<file path="src/rtl/core/cbc_pkg.sv">
// Shared types, widths and codes of the command batch coalescer.
// Used by the front, back, top level and checker; depends on nothing.
`default_nettype none

package cbc_pkg;

    // Batch store depth, its derived index width and the count width.
    localparam int MAX_ENTRIES = 32;
    localparam int IDX_W       = (MAX_ENTRIES > 1) ? $clog2(MAX_ENTRIES) : 1;
    localparam int CNT_W       = 6;

    // Field widths of the payloads and state.
    localparam int OP_W    = 3;
    localparam int CMD_W   = 64;
    localparam int LEN_W   = 16;
    localparam int TIME_W  = 48;
    localparam int BYTES_W = 24;
    localparam int IVL_W   = 32;
    localparam int IF_W    = 8;
    localparam int TOTAL_W = 48;

    // Configuration port.
    localparam int CFG_IDX_W  = 2;
    localparam int CFG_DATA_W = 32;

    localparam logic [CFG_IDX_W-1:0] CFG_MAX_BATCH_SIZE  = 2'd0;
    localparam logic [CFG_IDX_W-1:0] CFG_MAX_BATCH_BYTES = 2'd1;
    localparam logic [CFG_IDX_W-1:0] CFG_FLUSH_INTERVAL  = 2'd2;
    localparam logic [CFG_IDX_W-1:0] CFG_MAX_IN_FLIGHT   = 2'd3;

    // Register reset values.
    localparam logic [CNT_W-1:0]   RST_MAX_BATCH_SIZE  = 6'd32;
    localparam logic [BYTES_W-1:0] RST_MAX_BATCH_BYTES = 24'd1048576;
    localparam logic [IVL_W-1:0]   RST_FLUSH_INTERVAL  = 32'd1000;
    localparam logic [IF_W-1:0]    RST_MAX_IN_FLIGHT   = 8'd4;

    // Operation codes on the input channel.
    localparam logic [OP_W-1:0] OP_APPEND = 3'd0;
    localparam logic [OP_W-1:0] OP_SUBMIT = 3'd1;
    localparam logic [OP_W-1:0] OP_FLUSH  = 3'd2;
    localparam logic [OP_W-1:0] OP_DRAIN  = 3'd3;
    localparam logic [OP_W-1:0] OP_ACK    = 3'd4;
    localparam logic [OP_W-1:0] OP_QUERY  = 3'd5;

    // Operation class after decode; unused op codes behave as a query.
    typedef enum logic [2:0] {
        CLS_APPEND,
        CLS_SUBMIT,
        CLS_FLUSH,
        CLS_DRAIN,
        CLS_ACK,
        CLS_QUERY
    } t_cls;

    typedef struct packed {
        logic [OP_W-1:0]   op;
        logic [CMD_W-1:0]  cmd;
        logic [LEN_W-1:0]  len;
        logic [TIME_W-1:0] now_us;
        logic              leader;
    } t_in_item;

    typedef struct packed {
        logic               kind;
        logic [CMD_W-1:0]   entry_cmd;
        logic [LEN_W-1:0]   entry_len;
        logic               last;
        logic               accepted;
        logic [CNT_W-1:0]   flushed_count;
        logic [CNT_W-1:0]   pending_count;
        logic               should_flush;
        logic               can_send_more;
        logic [IF_W-1:0]    in_flight;
        logic [TOTAL_W-1:0] total_commands;
    } t_out_item;

    // Decoded item as it waits in the queue between front and back.
    typedef struct packed {
        t_cls              cls;
        logic [CMD_W-1:0]  cmd;
        logic [LEN_W-1:0]  len;
        logic [TIME_W-1:0] now_us;
        logic              leader;
    } t_cmd;

endpackage

`default_nettype wire

</file>
<file path="src/rtl/core/command_batch_coalescer_top.sv">
// Top level of the command batch coalescer: front decode and queue, back
// sequencer with the batch store. Depends on cbc_pkg, cbc_front, cbc_back.
//
// Input channel (i_in_valid, i_in_data, o_in_stall) carries one operation
// per transfer: append, submit, flush, drain, commit acknowledgment or query.
// Output channel (o_out_valid, o_out_data, i_out_stall) returns, per item,
// the entries sent by any flush it caused (kind 1, in stored order) and
// then one status result (kind 0, last 1).
// Configuration (i_cfg_valid, o_cfg_ready, i_cfg_index, i_cfg_data) writes
// the four limit registers; it is always ready and is meant for idle times.
// Per item the sequencer passes idle and status for an append, acknowledgment,
// query or refused flush, adding the due check for a submit stored at once and
// a flush walk, retry and due check for one stored after a flush. Every flush
// walk reads each stored entry out of the batch store. A status result passes the
// queue, sequencer and result stage. A two-item queue lets input run ahead.
// Reset (synchronous, active low) empties the batch, clears the credit
// count and command total, and loads the register defaults.
// An output stall holds the result register; the sequencer waits, the queue
// fills and o_in_stall rises, and nothing is lost.
`default_nettype none

module command_batch_coalescer_top import cbc_pkg::*; (
    input  logic                  i_clk,
    input  logic                  i_rst_n,
    input  logic                  i_in_valid,
    input  t_in_item              i_in_data,
    output logic                  o_in_stall,
    output logic                  o_out_valid,
    output t_out_item             o_out_data,
    input  logic                  i_out_stall,
    input  logic                  i_cfg_valid,
    output logic                  o_cfg_ready,
    input  logic [CFG_IDX_W-1:0]  i_cfg_index,
    input  logic [CFG_DATA_W-1:0] i_cfg_data
);

    logic q_vld;
    t_cmd q_item;
    logic q_pop;

    // The configuration port is always ready for register writes.
    assign o_cfg_ready = 1'b1;

    // Decode and queue.
    cbc_front u_front (
        .i_clk      (i_clk),
        .i_rst_n    (i_rst_n),
        .i_in_valid (i_in_valid),
        .i_in_data  (i_in_data),
        .o_in_stall (o_in_stall),
        .o_q_vld    (q_vld),
        .o_q_item   (q_item),
        .i_q_pop    (q_pop)
    );

    // Execution and results.
    cbc_back u_back (
        .i_clk       (i_clk),
        .i_rst_n     (i_rst_n),
        .i_cfg_valid (i_cfg_valid && o_cfg_ready),
        .i_cfg_index (i_cfg_index),
        .i_cfg_data  (i_cfg_data),
        .i_q_vld     (q_vld),
        .i_q_item    (q_item),
        .o_q_pop     (q_pop),
        .o_out_valid (o_out_valid),
        .o_out_data  (o_out_data),
        .i_out_stall (i_out_stall)
    );

endmodule

`default_nettype wire

</file>
<file path="src/rtl/core/cbc_front.sv">
// Front part of the coalescer: accepts input items, decodes the operation
// and holds them in a short queue for the back part. Depends on cbc_pkg.
`default_nettype none

module cbc_front import cbc_pkg::*; (
    input  logic     i_clk,
    input  logic     i_rst_n,
    input  logic     i_in_valid,
    input  t_in_item i_in_data,
    output logic     o_in_stall,
    output logic     o_q_vld,
    output t_cmd     o_q_item,
    input  logic     i_q_pop
);

    localparam int Q_DEPTH = 2;
    localparam int Q_PTR_W = $clog2(Q_DEPTH);
    localparam int Q_CNT_W = $clog2(Q_DEPTH + 1);

    t_cmd               r_q [Q_DEPTH];
    logic [Q_PTR_W-1:0] r_wr_ptr;
    logic [Q_PTR_W-1:0] r_rd_ptr;
    logic [Q_CNT_W-1:0] r_fill;
    logic               push;
    t_cmd               decoded;

    // Map the raw op code onto an operation class.
    function automatic t_cls decode_op(input logic [OP_W-1:0] op);
        t_cls cls;
        unique case (op)
            OP_APPEND: cls = CLS_APPEND;
            OP_SUBMIT: cls = CLS_SUBMIT;
            OP_FLUSH:  cls = CLS_FLUSH;
            OP_DRAIN:  cls = CLS_DRAIN;
            OP_ACK:    cls = CLS_ACK;
            default:   cls = CLS_QUERY;
        endcase
        return cls;
    endfunction

    function automatic logic [Q_PTR_W-1:0] ptr_inc(input logic [Q_PTR_W-1:0] ptr);
        return (ptr == Q_PTR_W'(Q_DEPTH - 1)) ? '0 : ptr + Q_PTR_W'(1);
    endfunction

    // Input transfer whenever the queue has room.
    assign o_in_stall = (r_fill == Q_CNT_W'(Q_DEPTH));
    assign push       = i_in_valid && !o_in_stall;
    assign o_q_vld    = (r_fill != '0);
    assign o_q_item   = r_q[r_rd_ptr];

    always_comb begin
        decoded.cls    = decode_op(i_in_data.op);
        decoded.cmd    = i_in_data.cmd;
        decoded.len    = i_in_data.len;
        decoded.now_us = i_in_data.now_us;
        decoded.leader = i_in_data.leader;
    end

    // Queue pointers and fill level.
    always_ff @(posedge i_clk) begin
        if (!i_rst_n) begin
            r_wr_ptr <= '0;
            r_rd_ptr <= '0;
            r_fill   <= '0;
        end else begin
            if (push) begin
                r_wr_ptr <= ptr_inc(r_wr_ptr);
            end
            if (i_q_pop) begin
                r_rd_ptr <= ptr_inc(r_rd_ptr);
            end
            if (push && !i_q_pop) begin
                r_fill <= r_fill + Q_CNT_W'(1);
            end else if (!push && i_q_pop) begin
                r_fill <= r_fill - Q_CNT_W'(1);
            end
        end
    end

    // Queue storage.
    always_ff @(posedge i_clk) begin
        if (push) begin
            r_q[r_wr_ptr] <= decoded;
        end
    end

endmodule

`default_nettype wire

</file>
<file path="src/rtl/core/cbc_back.sv">
// Back part of the coalescer: holds the batch store, counters and settings,
// runs each queued operation and walks flushes out through the output
// register. Depends on cbc_pkg.
`default_nettype none

module cbc_back import cbc_pkg::*; (
    input  logic                  i_clk,
    input  logic                  i_rst_n,
    input  logic                  i_cfg_valid,
    input  logic [CFG_IDX_W-1:0]  i_cfg_index,
    input  logic [CFG_DATA_W-1:0] i_cfg_data,
    input  logic                  i_q_vld,
    input  t_cmd                  i_q_item,
    output logic                  o_q_pop,
    output logic                  o_out_valid,
    output t_out_item             o_out_data,
    input  logic                  i_out_stall
);

    localparam logic [2:0] S_IDLE   = 3'd0;
    localparam logic [2:0] S_FLUSH  = 3'd1;
    localparam logic [2:0] S_RETRY  = 3'd2;
    localparam logic [2:0] S_DUE    = 3'd3;
    localparam logic [2:0] S_STATUS = 3'd4;

    localparam logic RET_STATUS = 1'b0;
    localparam logic RET_RETRY  = 1'b1;

    // Settings.
    logic [CNT_W-1:0]   r_max_size;
    logic [BYTES_W-1:0] r_max_bytes;
    logic [IVL_W-1:0]   r_interval;
    logic [IF_W-1:0]    r_max_if;

    // Batch and credit state.
    logic [2:0]         r_state,   n_state;
    logic [CNT_W-1:0]   r_count,   n_count;
    logic [BYTES_W-1:0] r_bytes,   n_bytes;
    logic [TIME_W-1:0]  r_oldest,  n_oldest;
    logic [IF_W-1:0]    r_if,      n_if;
    logic [TOTAL_W-1:0] r_total,   n_total;

    // Current item and flush walk.
    t_cmd               r_item,    n_item;
    logic               r_acc,     n_acc;
    logic [CNT_W-1:0]   r_flushed, n_flushed;
    logic [CNT_W-1:0]   r_fl_cnt,  n_fl_cnt;
    logic [CNT_W-1:0]   r_fl_idx,  n_fl_idx;
    logic               r_fl_ret,  n_fl_ret;

    // Batch store.
    logic [CMD_W-1:0]   mem_cmd [MAX_ENTRIES];
    logic [LEN_W-1:0]   mem_len [MAX_ENTRIES];
    logic [CMD_W-1:0]   r_mem_cmd_q;
    logic [LEN_W-1:0]   r_mem_len_q;

    // Result stage ahead of the output register, and the output register.
    logic               r_a_vld;
    logic               r_a_entry;
    t_out_item          r_a_stat;
    logic               r_b_vld;
    t_out_item          r_b_data;

    t_cmd               cur;
    logic [CNT_W-1:0]   lim;
    logic [BYTES_W:0]   bytes_sum;
    logic               ap_ok;
    logic               credit;
    logic               fl_ok_norm;
    logic               fl_ok_force;
    logic [TIME_W-1:0]  age;
    logic               due;
    logic [CNT_W-1:0]   fl_base;
    logic [CNT_W-1:0]   fl_idx_nx;
    logic               do_append;
    logic               fl_start;
    logic               do_ack;
    logic               rd_en;
    logic               ld_status;
    logic               b_free;
    logic               a_move;
    logic               a_free;
    t_out_item          stat;
    t_out_item          entry_res;

    // The item being worked on: the queue head while idle, else the latched one.
    assign cur = (r_state == S_IDLE) ? i_q_item : r_item;

    // Append and flush conditions.
    assign lim         = (r_max_size < CNT_W'(MAX_ENTRIES)) ? r_max_size : CNT_W'(MAX_ENTRIES);
    assign bytes_sum   = {1'b0, r_bytes} + (BYTES_W + 1)'(cur.len);
    assign ap_ok       = (r_count < lim) && (bytes_sum <= {1'b0, r_max_bytes});
    assign credit      = (r_if < r_max_if);
    assign fl_ok_force = (r_count != '0) && cur.leader;
    assign fl_ok_norm  = fl_ok_force && credit;
    assign age         = cur.now_us - r_oldest;
    assign due         = (r_count != '0)
                         && ((r_count >= lim) || (r_bytes >= r_max_bytes)
                             || ((r_oldest != '0) && (age >= TIME_W'(r_interval))));
    assign fl_base     = (r_state == S_IDLE) ? '0 : r_flushed;
    assign fl_idx_nx   = r_fl_idx + CNT_W'(1);

    // Result pipeline handshake.
    assign b_free = !r_b_vld || !i_out_stall;
    assign a_move = r_a_vld && b_free;
    assign a_free = !r_a_vld || a_move;

    // Sequencer: decides what each cycle does to the batch state.
    always_comb begin
        n_state   = r_state;
        n_count   = r_count;
        n_bytes   = r_bytes;
        n_oldest  = r_oldest;
        n_if      = r_if;
        n_total   = r_total;
        n_item    = r_item;
        n_acc     = r_acc;
        n_flushed = r_flushed;
        n_fl_cnt  = r_fl_cnt;
        n_fl_idx  = r_fl_idx;
        n_fl_ret  = r_fl_ret;
        do_append = 1'b0;
        fl_start  = 1'b0;
        do_ack    = 1'b0;
        rd_en     = 1'b0;
        ld_status = 1'b0;
        o_q_pop   = 1'b0;

        unique case (r_state)
            S_IDLE: begin
                if (i_q_vld) begin
                    o_q_pop   = 1'b1;
                    n_item    = i_q_item;
                    n_acc     = 1'b0;
                    n_flushed = '0;
                    n_state   = S_STATUS;
                    unique case (i_q_item.cls)
                        CLS_APPEND: begin
                            do_append = ap_ok;
                            n_acc     = ap_ok;
                        end
                        CLS_SUBMIT: begin
                            if (ap_ok) begin
                                do_append = 1'b1;
                                n_acc     = 1'b1;
                                n_state   = S_DUE;
                            end else if (fl_ok_norm) begin
                                fl_start = 1'b1;
                                n_fl_ret = RET_RETRY;
                                n_state  = S_FLUSH;
                            end
                        end
                        CLS_FLUSH: begin
                            if (fl_ok_norm) begin
                                fl_start = 1'b1;
                                n_acc    = 1'b1;
                                n_fl_ret = RET_STATUS;
                                n_state  = S_FLUSH;
                            end
                        end
                        CLS_DRAIN: begin
                            if (fl_ok_force) begin
                                fl_start = 1'b1;
                                n_acc    = 1'b1;
                                n_fl_ret = RET_STATUS;
                                n_state  = S_FLUSH;
                            end
                        end
                        CLS_ACK: begin
                            do_ack = 1'b1;
                        end
                        default: begin
                        end
                    endcase
                end
            end
            S_FLUSH: begin
                if (a_free) begin
                    rd_en    = 1'b1;
                    n_fl_idx = fl_idx_nx;
                    if (fl_idx_nx == r_fl_cnt) begin
                        n_state = (r_fl_ret == RET_RETRY) ? S_RETRY : S_STATUS;
                    end
                end
            end
            S_RETRY: begin
                if (ap_ok) begin
                    do_append = 1'b1;
                    n_acc     = 1'b1;
                    n_state   = S_DUE;
                end else begin
                    n_state = S_STATUS;
                end
            end
            S_DUE: begin
                if (due && fl_ok_norm) begin
                    fl_start = 1'b1;
                    n_fl_ret = RET_STATUS;
                    n_state  = S_FLUSH;
                end else begin
                    n_state = S_STATUS;
                end
            end
            S_STATUS: begin
                if (a_free) begin
                    ld_status = 1'b1;
                    n_state   = S_IDLE;
                end
            end
            default: begin
                n_state = S_IDLE;
            end
        endcase

        // Store one entry; the first entry starts the age clock.
        if (do_append) begin
            if (r_count == '0) begin
                n_oldest = cur.now_us;
            end
            n_count = r_count + CNT_W'(1);
            n_bytes = bytes_sum[BYTES_W-1:0];
        end

        // A flush empties the batch at once and takes one credit; the walk
        // then reads the stored entries out.
        if (fl_start) begin
            n_fl_cnt  = r_count;
            n_fl_idx  = '0;
            n_count   = '0;
            n_bytes   = '0;
            n_oldest  = '0;
            n_total   = r_total + TOTAL_W'(r_count);
            n_if      = (r_if == '1) ? r_if : r_if + IF_W'(1);
            n_flushed = fl_base + r_count;
        end

        // A commit acknowledgment returns one credit.
        if (do_ack && (r_if != '0)) begin
            n_if = r_if - IF_W'(1);
        end
    end

    // Status result of the current item, from the state it leaves behind.
    always_comb begin
        stat.kind           = 1'b0;
        stat.entry_cmd      = '0;
        stat.entry_len      = '0;
        stat.last           = 1'b1;
        stat.accepted       = r_acc;
        stat.flushed_count  = r_flushed;
        stat.pending_count  = r_count;
        stat.should_flush   = due;
        stat.can_send_more  = credit;
        stat.in_flight      = r_if;
        stat.total_commands = r_total;
    end

    // Entry result from the registered store read.
    always_comb begin
        entry_res           = '0;
        entry_res.kind      = 1'b1;
        entry_res.entry_cmd = r_mem_cmd_q;
        entry_res.entry_len = r_mem_len_q;
    end

    // Control registers.
    always_ff @(posedge i_clk) begin
        if (!i_rst_n) begin
            r_state  <= S_IDLE;
            r_count  <= '0;
            r_bytes  <= '0;
            r_oldest <= '0;
            r_if     <= '0;
            r_total  <= '0;
            r_a_vld  <= 1'b0;
            r_b_vld  <= 1'b0;
        end else begin
            r_state  <= n_state;
            r_count  <= n_count;
            r_bytes  <= n_bytes;
            r_oldest <= n_oldest;
            r_if     <= n_if;
            r_total  <= n_total;
            if (rd_en || ld_status) begin
                r_a_vld <= 1'b1;
            end else if (a_move) begin
                r_a_vld <= 1'b0;
            end
            if (a_move) begin
                r_b_vld <= 1'b1;
            end else if (!i_out_stall) begin
                r_b_vld <= 1'b0;
            end
        end
    end

    // Settings, written over the configuration port.
    always_ff @(posedge i_clk) begin
        if (!i_rst_n) begin
            r_max_size  <= RST_MAX_BATCH_SIZE;
            r_max_bytes <= RST_MAX_BATCH_BYTES;
            r_interval  <= RST_FLUSH_INTERVAL;
            r_max_if    <= RST_MAX_IN_FLIGHT;
        end else if (i_cfg_valid) begin
            unique case (i_cfg_index)
                CFG_MAX_BATCH_SIZE:  r_max_size  <= i_cfg_data[CNT_W-1:0];
                CFG_MAX_BATCH_BYTES: r_max_bytes <= i_cfg_data[BYTES_W-1:0];
                CFG_FLUSH_INTERVAL:  r_interval  <= i_cfg_data[IVL_W-1:0];
                CFG_MAX_IN_FLIGHT:   r_max_if    <= i_cfg_data[IF_W-1:0];
                default: begin
                end
            endcase
        end
    end

    // Per-item payload registers.
    always_ff @(posedge i_clk) begin
        r_item    <= n_item;
        r_acc     <= n_acc;
        r_flushed <= n_flushed;
        r_fl_cnt  <= n_fl_cnt;
        r_fl_idx  <= n_fl_idx;
        r_fl_ret  <= n_fl_ret;
        if (rd_en) begin
            r_a_entry <= 1'b1;
        end else if (ld_status) begin
            r_a_entry <= 1'b0;
            r_a_stat  <= stat;
        end
        if (a_move) begin
            r_b_data <= r_a_entry ? entry_res : r_a_stat;
        end
    end

    // Batch store: one write port for appends, one registered read port.
    always_ff @(posedge i_clk) begin
        if (do_append) begin
            mem_cmd[r_count[IDX_W-1:0]] <= cur.cmd;
            mem_len[r_count[IDX_W-1:0]] <= cur.len;
        end
        if (rd_en) begin
            r_mem_cmd_q <= mem_cmd[r_fl_idx[IDX_W-1:0]];
            r_mem_len_q <= mem_len[r_fl_idx[IDX_W-1:0]];
        end
    end

    assign o_out_valid = r_b_vld;
    assign o_out_data  = r_b_data;

endmodule

`default_nettype wire

</file>
<file path="config.mk">
export PLATFORM = sky130hd
export DESIGN_NAME = command_batch_coalescer_top
export DESIGN_NICKNAME = d
export VERILOG_FILES = /design/src/rtl/core/cbc_pkg.sv /design/src/rtl/core/command_batch_coalescer_top.sv /design/src/rtl/core/cbc_front.sv /design/src/rtl/core/cbc_back.sv
export SDC_FILE = /design/constraint.sdc
export NUM_CORES = 2
export LEC_CHECK = 0
export BUFFER_PORTS_ARGS = -buffer_cell sky130_fd_sc_hd__buf_2
export CORE_UTILIZATION = 40
export CTS_BUF_LIST = sky130_fd_sc_hd__clkbuf_16
export CTS_CLUSTER_DIAMETER = 40
export DETAILED_ROUTE_END_ITERATION = 8
export HOLD_SLACK_MARGIN = 0.02
export PLACE_DENSITY = 0.59
export SETUP_SLACK_MARGIN = 0.02
export SYNTH_ARGS = -nofsm -noshare
export SYNTH_HDL_FRONTEND = slang
export SYNTH_HIERARCHICAL = 1
export SYNTH_SLANG_ARGS = --single-unit
</file>
<file path="constraint.sdc">
create_clock -name i_clk -period 21.2 [get_ports i_clk]
set_input_delay 3.18 -clock i_clk [delete_from_list [all_inputs] [get_ports i_clk]]
set_output_delay 3.18 -clock i_clk [all_outputs]
set_load 0.02 [all_outputs]
</file>
==> flow_metrics.env <==
export IMPL_outcome="finished, final reports clean"
export IMPL_synth_edff_count=3271
export IMPL_io_pin_count=327
export IMPL_cp_buffers_inverters=4
export IMPL_synth_seq_cells=3492
export IMPL_internal_power_uw=16000
export IMPL_place_gp_congestion=0.840
export IMPL_p_sw_uw=7080
export IMPL_post_cts_buffers=0
export IMPL_dp_hpwl_um=211000
export IMPL_postCtsHoldBufs=0
export IMPL_multi_input_area_mm2=0.0344
export IMPL_clock_sinks=3492
export IMPL_clk_pin_slew_ns=0.06
export IMPL_root_buffer="clkbuf_16"
export IMPL_p_per_area_mw_per_mm2=142
export IMPL_path_max_fanout=37
export IMPL_pwr_share_seq_pct=40.1
export IMPL_synth_warnings=6
export IMPL_fp_dieH_um=591
export IMPL_period_share_pct=47.9
export IMPL_startpoint_type="flop"
export IMPL_worst_pin_slew_ns=1.35
export IMPL_setup_tns_final_ns=0
export IMPL_start_util_pct=40.3
export IMPL_switching_share_pct=30.7
export IMPL_clk_path_buf_depth=4
export IMPL_die_area_mm2=0.349
export IMPL_endpoint_kind="flop"
export IMPL_leakage_uw=0.0531
export IMPL_grt_first_pass_wirelength_um=508000
export IMPL_fin_nets=8212
export IMPL_via_per_inst=5.53
export IMPL_ys_dominant_reg_cell="edfxtp_1"
export IMPL_yosys_cell_types_count=82
export IMPL_ys_seq_area_share_pct=73.9
export IMPL_timing_fmax_ghz=0.0984
export IMPL_numCtsBuffers=465
export IMPL_cpLargestDelayFamily="simple AND/OR/NAND/NOR gates"
export IMPL_reg2reg_depth=29
export IMPL_wl_per_cell_um=27.4
export IMPL_worstPathRequired_ns=21.81
export IMPL_core_area_mm2=0.344
export IMPL_slew_headroom_pct=9.98
export IMPL_clockPowerShare_pct=34.4
export IMPL_hold_path_class="flop to flop"
export IMPL_ff_latch_area_mm2=0.103
export IMPL_syn_to_final_growth_pct=17.1
export IMPL_vias=70900
export IMPL_drt_first_pass_iters=5
export IMPL_fill_cells=28400
export IMPL_min_period_ns=10.16
export IMPL_power_uw=23100
export IMPL_skew_ns=0.0623
export IMPL_async_reset_ff_share_pct=0
export IMPL_antenna_left=0
export IMPL_drtIter0Drc=6703
export IMPL_cts_resized=0
export IMPL_crit_slowest_cell="dfxtp_4"
export IMPL_routed_wl_um=352000
export IMPL_numPortBuffers=325
export IMPL_grt_pass1_vias=72500
export IMPL_max_stage_delay_ns=0.93
export IMPL_drive_above_1_share_pct=28.3
export IMPL_pwr_share_comb_pct=25.5
export IMPL_placementRows=215
export IMPL_slew_violations=0
export IMPL_avgSynthCellArea_um2=19.1
export IMPL_grt_antenna_before_repair=48
export IMPL_synth_fp_nets=7607
export IMPL_cp_depth=29
export IMPL_drcViolationCount=0
export IMPL_worstSkewPairLatency_ns=0.98
export IMPL_globalRouteOverflowTotal=0
export IMPL_synth_area_mm2=0.139
export IMPL_syn_inst=7252
export IMPL_max_cap_viol_count=0
export IMPL_htree_levels=5
export IMPL_track_usage_pct=19.9
export IMPL_chipWidth_um=591
export IMPL_final_hold_violation_count=0
export IMPL_cp_arrival_ns=10.77
export IMPL_grt_max_degree=159
export IMPL_cts_tree="done"
export IMPL_peakVddDrop_uv=112
export IMPL_setup_viol=0
export IMPL_worstSetupPathType="flop to flop"
export IMPL_rsz0062_at_grt="false"
export IMPL_hold_depth=2
power by group through the flow:
stage / Clock (µW) / Sequential, µW / Combinational [µW]
final: 7930 / 9250 / 5880
after global routing: 8360 / 9300 / 6390
after CTS: 8080 / 9260 / 5960
after detailed placement: 0 / 9400 / 5940
after global placement: 0 / 9390 / 5840
after floorplan: 0 / 9380 / 3850
layer usage:
metal	global-route usage [%]	share of wire [%]	up-vias
met5	0	0.046	-
met4	5.12	2.4	26
met3	3.02	6.2	563
met2	32.5	48	2348
met1	28.1	43	37600
li1	-	-	30400
final timing paths:
check	from	to	slack [ns]
max	flop	u_back/mem_cmd[22][2]$_DFFE_PP_	11.04
min	u_back/r_max_if[3]$_SDFFE_PN0P_	u_back/r_max_if[3]$_SDFFE_PN0P_	0.45
max reg2reg	flop	u_back/mem_cmd[22][2]$_DFFE_PP_	11.04
min reg2reg	u_back/r_max_if[3]$_SDFFE_PN0P_	u_back/r_max_if[3]$_SDFFE_PN0P_	0.45
area by class of cell:
| class | instances | area share (%) |
|---|---|---|
| clock inverter | 405 | 2.70 |
| tap | 4557 | 3.51 |
| clock buffer | 472 | 7.27 |
| timing repair buffer | 480 | 1.78 |
| sequential | 3492 | 63.2 |
| multi-input combinational | 3257 | 21.2 |
| inverter | 161 | 0.375 |
| antenna | 9 | 0.0139 |
worst register-to-register path: cells and delay by family, from the launching register on:
kind / cells / cell delay, ns
and+or+nand+nor: 11 / 3.13
muxes: 1 / 0.38
adders and majority gates: 2 / 0.82
AOI/OAI and AO/OA: 10 / 2.25
buffers and inverters: 4 / 2.12
xor gates and xnor gates: 1 / 0.14
DFF: 1 / 0.93
metrics by stage:
stage | utilization, % | std cells | hold WS (ns) | cell area (µm²) | worst slack, ns
6_report | 47.2 | 12800 | 0.455 | 163000 | 11.04
5_1_grt | 47.2 | 12800 | 0.470 | 163000 | 10.39
4_1_cts | 47.2 | 12800 | 0.455 | 162000 | 10.87
3_5_place_dp | 42.5 | 11900 | 0.436 | 146000 | 10.89
3_3_place_gp | 42.5 | 11900 | 0.447 | 146000 | 11.03
2_1_floorplan | - | 7252 | 0.400 | 139000 | 6.08
cell usage in the layout, fill, tap and decap left out, types with 18 or more instances in the layout:
| cell | netlist | final |
|---|---|---|
| a211oi_1 | 22 | 22 |
| a21o_1 | 46 | 46 |
| a21oi_1 | 236 | 235 |
| and2_1 | 97 | 96 |
| and3_1 | 26 | 24 |
| buf_2 | 19 | 325 |
| buf_4 | 2 | 148 |
| bufinv_16 | 0 | 56 |
| clkbuf_16 | 0 | 472 |
| clkinv_1 | 0 | 58 |
| clkinv_2 | 0 | 51 |
| clkinv_4 | 0 | 54 |
| clkinvlp_4 | 0 | 52 |
| dfxtp_1 | 221 | 214 |
| edfxtp_1 | 3271 | 3271 |
| ha_1 | 179 | 179 |
| inv_1 | 159 | 201 |
| inv_6 | 0 | 42 |
| inv_8 | 0 | 18 |
| mux2_2 | 132 | 132 |
| mux2_4 | 80 | 80 |
| mux2i_1 | 42 | 42 |
| mux4_2 | 800 | 800 |
| nand2_1 | 629 | 627 |
| nand2b_1 | 39 | 39 |
| nand3_1 | 48 | 48 |
| nand4_1 | 56 | 56 |
| nor2_1 | 276 | 243 |
| nor2_4 | 0 | 32 |
| nor2b_1 | 88 | 88 |
| nor3_1 | 26 | 23 |
| nor4_1 | 31 | 31 |
| o211ai_1 | 21 | 21 |
| o21a_1 | 19 | 19 |
| o21ai_0 | 57 | 57 |
| o31ai_1 | 25 | 25 |
| or4_1 | 20 | 20 |
| xnor2_1 | 66 | 66 |
| xor2_1 | 38 | 38 |
synthesized netlist by cell type (all sizes together), types with 31 or more instances:
| cell type | instances | area share [%] |
|---|---|---|
| edfxtp | 3271 | 71 |
| mux4 | 800 | 13 |
| nand2 | 630 | 1.7 |
| nor2 | 276 | 0.75 |
| clkbuf | 272 | 0.74 |
| a21oi | 236 | 0.85 |
| dfxtp | 221 | 3.2 |
| mux2 | 212 | 1.9 |
| ha | 179 | 1.6 |
| inv | 161 | 0.44 |
| and2 | 98 | 0.44 |
| nor2b | 88 | 0.40 |
| buf | 70 | 0.30 |
| xnor2 | 66 | 0.42 |
| o21ai | 62 | 0.23 |
| nand4 | 56 | 0.25 |
| nand3 | 48 | 0.17 |
| a21o | 46 | 0.25 |
| mux2i | 42 | 0.30 |
| nand2b | 39 | 0.18 |
| xor2 | 38 | 0.24 |
| nor4 | 31 | 0.14 |
sequential cells by signal, summed over array words and instances (netlist names), 48 cells and up, named ones only:
name	flops
u_back/mem_cmd	2048
u_back/mem_len	512
u_back/o_out_data	153
u_back/r_a_stat	71
u_back/r_item	129
u_back/r_mem_cmd_q	64
u_back/r_oldest	48
u_back/r_total	48
u_front/r_q	264
logic make-up (layout without fill, tap and decap cells):
kind of cell	count (synthesis)	count (layout)	share of synthesized area (%)
flip-flops	3492	3492	73.9
buffers and inverters	503	1518	1.47
adder cells (fa/ha/maj)	184	184	1.69
AO/OA/AOI/OAI	531	531	2.43
other	1	10	0.00270
multiplexers	1054	1054	15.2
XOR/XNOR	104	104	0.656
AND/OR/NAND/NOR	1383	1383	4.60
Note: power is estimated with default switching activity, not from simulation.
